$ cat config.mk
export PLATFORM = sky130hd
export DESIGN_NAME = idbg_chain
export DESIGN_NICKNAME = d
export VERILOG_FILES = /design/src/rtl/core/idbg_pkg.sv /design/src/rtl/core/idbg_cell.sv /design/src/rtl/core/idbg_chain.sv
export SDC_FILE = /design/constraint.sdc
export NUM_CORES = 2
export LEC_CHECK = 0
export BUFFER_PORTS_ARGS = -buffer_cell sky130_fd_sc_hd__buf_2
export CELL_PAD_IN_SITES_DETAIL_PLACEMENT = 0
export CELL_PAD_IN_SITES_GLOBAL_PLACEMENT = 1
export CORE_MARGIN = 5
export CORE_UTILIZATION = 35
export DETAILED_ROUTE_END_ITERATION = 6
export GPL_ROUTABILITY_DRIVEN = 0
export GPL_TIMING_DRIVEN = 0
export PLACE_DENSITY = 0.59
export SLEW_MARGIN = 20
export SYNTH_ARGS = -nofsm -noshare
export SYNTH_HDL_FRONTEND = slang
export SYNTH_SLANG_ARGS = --single-unit
$ cat constraint.sdc
create_clock -name i_clk -period 170.1 [get_ports i_clk]
set_clock_uncertainty 0.1 [all_clocks]
set_input_delay 17.01 -clock i_clk [delete_from_list [all_inputs] [get_ports i_clk]]
set_output_delay 17.01 -clock i_clk [all_outputs]
set_load 0.05 [all_outputs]
$ cat src/rtl/core/idbg_pkg.sv
// shared types and constants for the interval double-booking guard
// no dependencies
package idbg_pkg;

    localparam int TIME_W = 32;
    localparam int USED_W = 7;
    localparam int SINGLE_DEPTH_DEF = 64;
    localparam int DOUBLE_DEPTH_DEF = 64;

    localparam logic [1:0] ST_OK     = 2'd0;
    localparam logic [1:0] ST_TRIPLE = 2'd1;
    localparam logic [1:0] ST_S_FULL = 2'd2;
    localparam logic [1:0] ST_D_FULL = 2'd3;

    typedef struct packed {
        logic [TIME_W-1:0] start_time;
        logic [TIME_W-1:0] end_time;
    } t_req;

    typedef struct packed {
        logic              accepted;
        logic [1:0]        status;
        logic [USED_W-1:0] single_used;
        logic [USED_W-1:0] double_used;
    } t_rsp;

    typedef struct packed {
        logic [TIME_W-1:0] s;
        logic [TIME_W-1:0] e;
    } t_ivl;

    typedef struct packed {
        logic rotate;
        logic push;
    } t_chain_ctl;

endpackage

$ cat src/rtl/core/idbg_cell.sv
// one storage cell of an interval ring
// depends on idbg_pkg
module idbg_cell (
    input  logic                i_clk,
    input  idbg_pkg::t_chain_ctl i_ctl,
    input  idbg_pkg::t_ivl      i_nxt,
    input  idbg_pkg::t_ivl      i_prv,
    output idbg_pkg::t_ivl      o_q
);
    import idbg_pkg::*;

    t_ivl r_q;

    always_ff @(posedge i_clk) begin
        if (i_ctl.rotate) begin
            r_q <= i_nxt;
        end else if (i_ctl.push) begin
            r_q <= i_prv;
        end
    end

    assign o_q = r_q;
endmodule

$ cat src/rtl/core/idbg_chain.sv
// ring of interval cells: rotate toward the head, or push in at the head
// depends on idbg_pkg and idbg_cell
module idbg_chain #(
    parameter int DEPTH = idbg_pkg::SINGLE_DEPTH_DEF
) (
    input  logic                i_clk,
    input  idbg_pkg::t_chain_ctl i_ctl,
    input  idbg_pkg::t_ivl      i_push,
    output idbg_pkg::t_ivl      o_head
);
    import idbg_pkg::*;

    t_ivl q [DEPTH];

    for (genvar k = 0; k < DEPTH; k++) begin : g_cell
        t_ivl prv;
        if (k == 0) begin : g_first
            assign prv = i_push;
        end else begin : g_rest
            assign prv = q[k-1];
        end
        idbg_cell u_cell (
            .i_clk (i_clk),
            .i_ctl (i_ctl),
            .i_nxt (q[(k + 1) % DEPTH]),
            .i_prv (prv),
            .o_q   (q[k])
        );
    end

    assign o_head = q[0];
endmodule
==> flow_metrics.tcl <==
set metrics [dict create \
    p_per_area_nw_per_um2 13.7 \
    vias 80000 \
    r2r_cells 1 \
    grt_pass1_vias 85800 \
    via_per_inst 4.95 \
    clockPowerShare 0.349 \
    cts_resized 0 \
    largest_reg_flops 4096 \
    internal_power_mw 2.07 \
    worst_setup_path_start_kind "primary input" \
    path_clk_slew_ns 0.06 \
    fin_crit_ns 22.08 \
    synth_area_leaders "edfxtp_1 (71%), mux2_2 (27%), buf_6 (1.5%)" \
    antenna_found_initial 63 \
    die_area_um2 508000 \
    cts_buffers 430 \
    worst_pin_slew_ns 1.07 \
    yosys.area.top_type_share 0.711 \
    drt_iter0_markers 7274 \
    r2r_slack_ns 168.45 \
    clkLatencyLatePin_ns 0.97 \
    timing.rr.start "g_cell[0].u_cell.o_q[30]$_DFFE_PP_" \
    peakVddDrop_mv 0.0102 \
    period_share 0.130 \
    endpoint "g_cell[14].u_cell.o_q[16]$_DFFE_PP_" \
    grt_max_degree 59 \
    combPwrFrac 0.098 \
    die_h_um 713 \
    pin_count 131 \
    required_ns 170.64 \
    globalRoute.totalOverflow 0 \
    start_util 0.351 \
    tns_ns 0 \
    maxCapViolCount 0 \
    critPathKind "primary input to register" \
    floorplan.core_area_um2 493000 \
    cp-end-kind "register" \
    clk_path_buf_depth 4 \
    final_nets 9361 \
    routed_wl_um 402000 \
    yosysUniqueCellTypes 6 \
    wl_met2_um 191000 \
    cts.sinks 4096 \
    rsz0062_at_grt "no" \
    seq_area_frac_synth 0.711 \
    cts_post_setup_buffers_inserted 0 \
    wl_met3_um 23200 \
    dr.pass1.iters 5 \
    synth_nets 8715 \
    slew_headroom 0.290 \
    crit_fanout 53 \
    ys_seq_elements 4096 \
    rows 258 \
    cts_tree "yes" \
    cts_max_level 5 \
    wl_per_cell_um 24.8 \
    drive_gt1_frac 0.556 \
    antenna_left 0 \
    synth.avg_cell_area_um2 20.0 \
    p_seq_frac 0.553 \
    p_sw_uw 638 \
    clock-root-buffer "clkbuf_16" \
    syn-cell-area_um2 173000 \
    yosysTopAreaCell "edfxtp_1" \
    status "completed" \
    final_max_slew_viol_count 0 \
    grt_pass1_wl_um 586000 \
    die_w_um 713 \
    cp-startpoint "i_ctl[1]" \
    p_sw_frac 0.236 \
    worstHoldPathType "register to register" \
    reg2reg_to "g_cell[63].u_cell.o_q[30]$_DFFE_PP_" \
    clock.fmax_mhz 45.3 \
    top_layer "met5" \
    met1Wirelength_um 178000 \
    hold_ws_ns 0.430 \
    ctsHoldBuffers 0 \
    final_cell_mix "mux2_2 (4096), edfxtp_1 (4096), clkbuf_16 (439)" \
    netlist_instances 8648 \
    ys.warnings.count 0 \
    track_usage 0.153 \
    report.power.total_mw 2.71 \
    setup-violations-final 0 \
    syn_to_final_growth_pct 14.5 \
    worstPathArrival_ns 22.62 \
    drc 0 \
    dp_hpwl_um 295000 \
    leakagePower_nw 68.8 \
    final_hold_viol_count 0 \
    port_buffers 129 \
]
==> through the flow <==
| step | util | cell area [um2] | setup slack, ns | instances |
|---|---|---|---|---|
| 2_1_floorplan | - | 173000 | 101.37 | 8648 |
| 3_3_place_gp | 0.369 | 182000 | 78.88 | 15300 |
| 3_5_place_dp | 0.373 | 184000 | 146.98 | 15400 |
| 4_1_cts | 0.401 | 198000 | 148.04 | 16200 |
| 5_1_grt | 0.401 | 198000 | 147.83 | 16200 |
| 6_report | 0.401 | 198000 | 148.02 | 16200 |
==> power groups by stage <==
stage,Sequential [mW],Clock (mW),Combinational (mW)
floorplan,1.52,0,0.214
global route,1.52,1.01,0.289
detailed placement,1.53,0,0.267
finish,1.50,0.944,0.265
global placement,1.66,0,0.249
CTS,1.50,0.970,0.269
==> logic make-up after synthesis <==
family	count (synthesis)	share of synthesized area
flops	4096	0.711
simple gates	1	0.0000362
buf+inv	455	0.0218
mux	4096	0.267
==> cell type report <==
cell class              count  area [um2]
diodes                     19        47.5
plain buffers             455        3770
clock buffers             520       11300
clock inverters           268        2680
fillers                 44100      295000
multi-input cells        4097       46100
flip-flops and latches   4096      123000
well taps                6500        8130
repair buffers            214        2860
==> worst max-delay path, cell delays in order <==
cell	delay [ns]
buf_2	0.78
buf_6	0.24
buf_6	0.20
buf_4	0.25
or2_4	0.38
buf_12	0.27
buf_12	0.27
buf_16	0.29
buf_16	0.31
buf_16	0.30
buf_16	0.30
buf_16	0.30
buf_12	0.27
buf_16	0.29
buf_16	0.29
buf_12	0.25
buf_12	0.24
==> layer usage <==
| metal | vias up | track usage |
|---|---|---|
| met5 | - | 0 |
| met2 | 1611 | 0.248 |
| li1 | 35800 | - |
| met3 | 528 | 0.0271 |
| met4 | 12 | 0.0365 |
| met1 | 42100 | 0.213 |
==> worst min path at each step <==
stage          slack (ns)  cells after the start                                  end                                start
6_report             0.43                      1   g_cell[62].u_cell.o_q[9]$_DFFE_PP_   g_cell[63].u_cell.o_q[9]$_DFFE_PP_
5_1_grt              0.44                      1   g_cell[62].u_cell.o_q[9]$_DFFE_PP_   g_cell[63].u_cell.o_q[9]$_DFFE_PP_
4_1_cts              0.43                      1   g_cell[62].u_cell.o_q[9]$_DFFE_PP_   g_cell[63].u_cell.o_q[9]$_DFFE_PP_
3_5_place_dp         0.43                      1  g_cell[62].u_cell.o_q[13]$_DFFE_PP_  g_cell[63].u_cell.o_q[13]$_DFFE_PP_
3_3_place_gp         0.43                      1  g_cell[62].u_cell.o_q[13]$_DFFE_PP_  g_cell[63].u_cell.o_q[13]$_DFFE_PP_
2_1_floorplan        0.42                      1   g_cell[62].u_cell.o_q[0]$_DFFE_PP_   g_cell[63].u_cell.o_q[0]$_DFFE_PP_
==> cells in the mapped netlist, drive strengths merged <==
| library cell | instances |
|---|---|
| edfxtp | 4096 |
| mux2 | 4096 |
| buf | 455 |
| or2 | 1 |
Note: power is estimated with default switching activity, not from simulation.
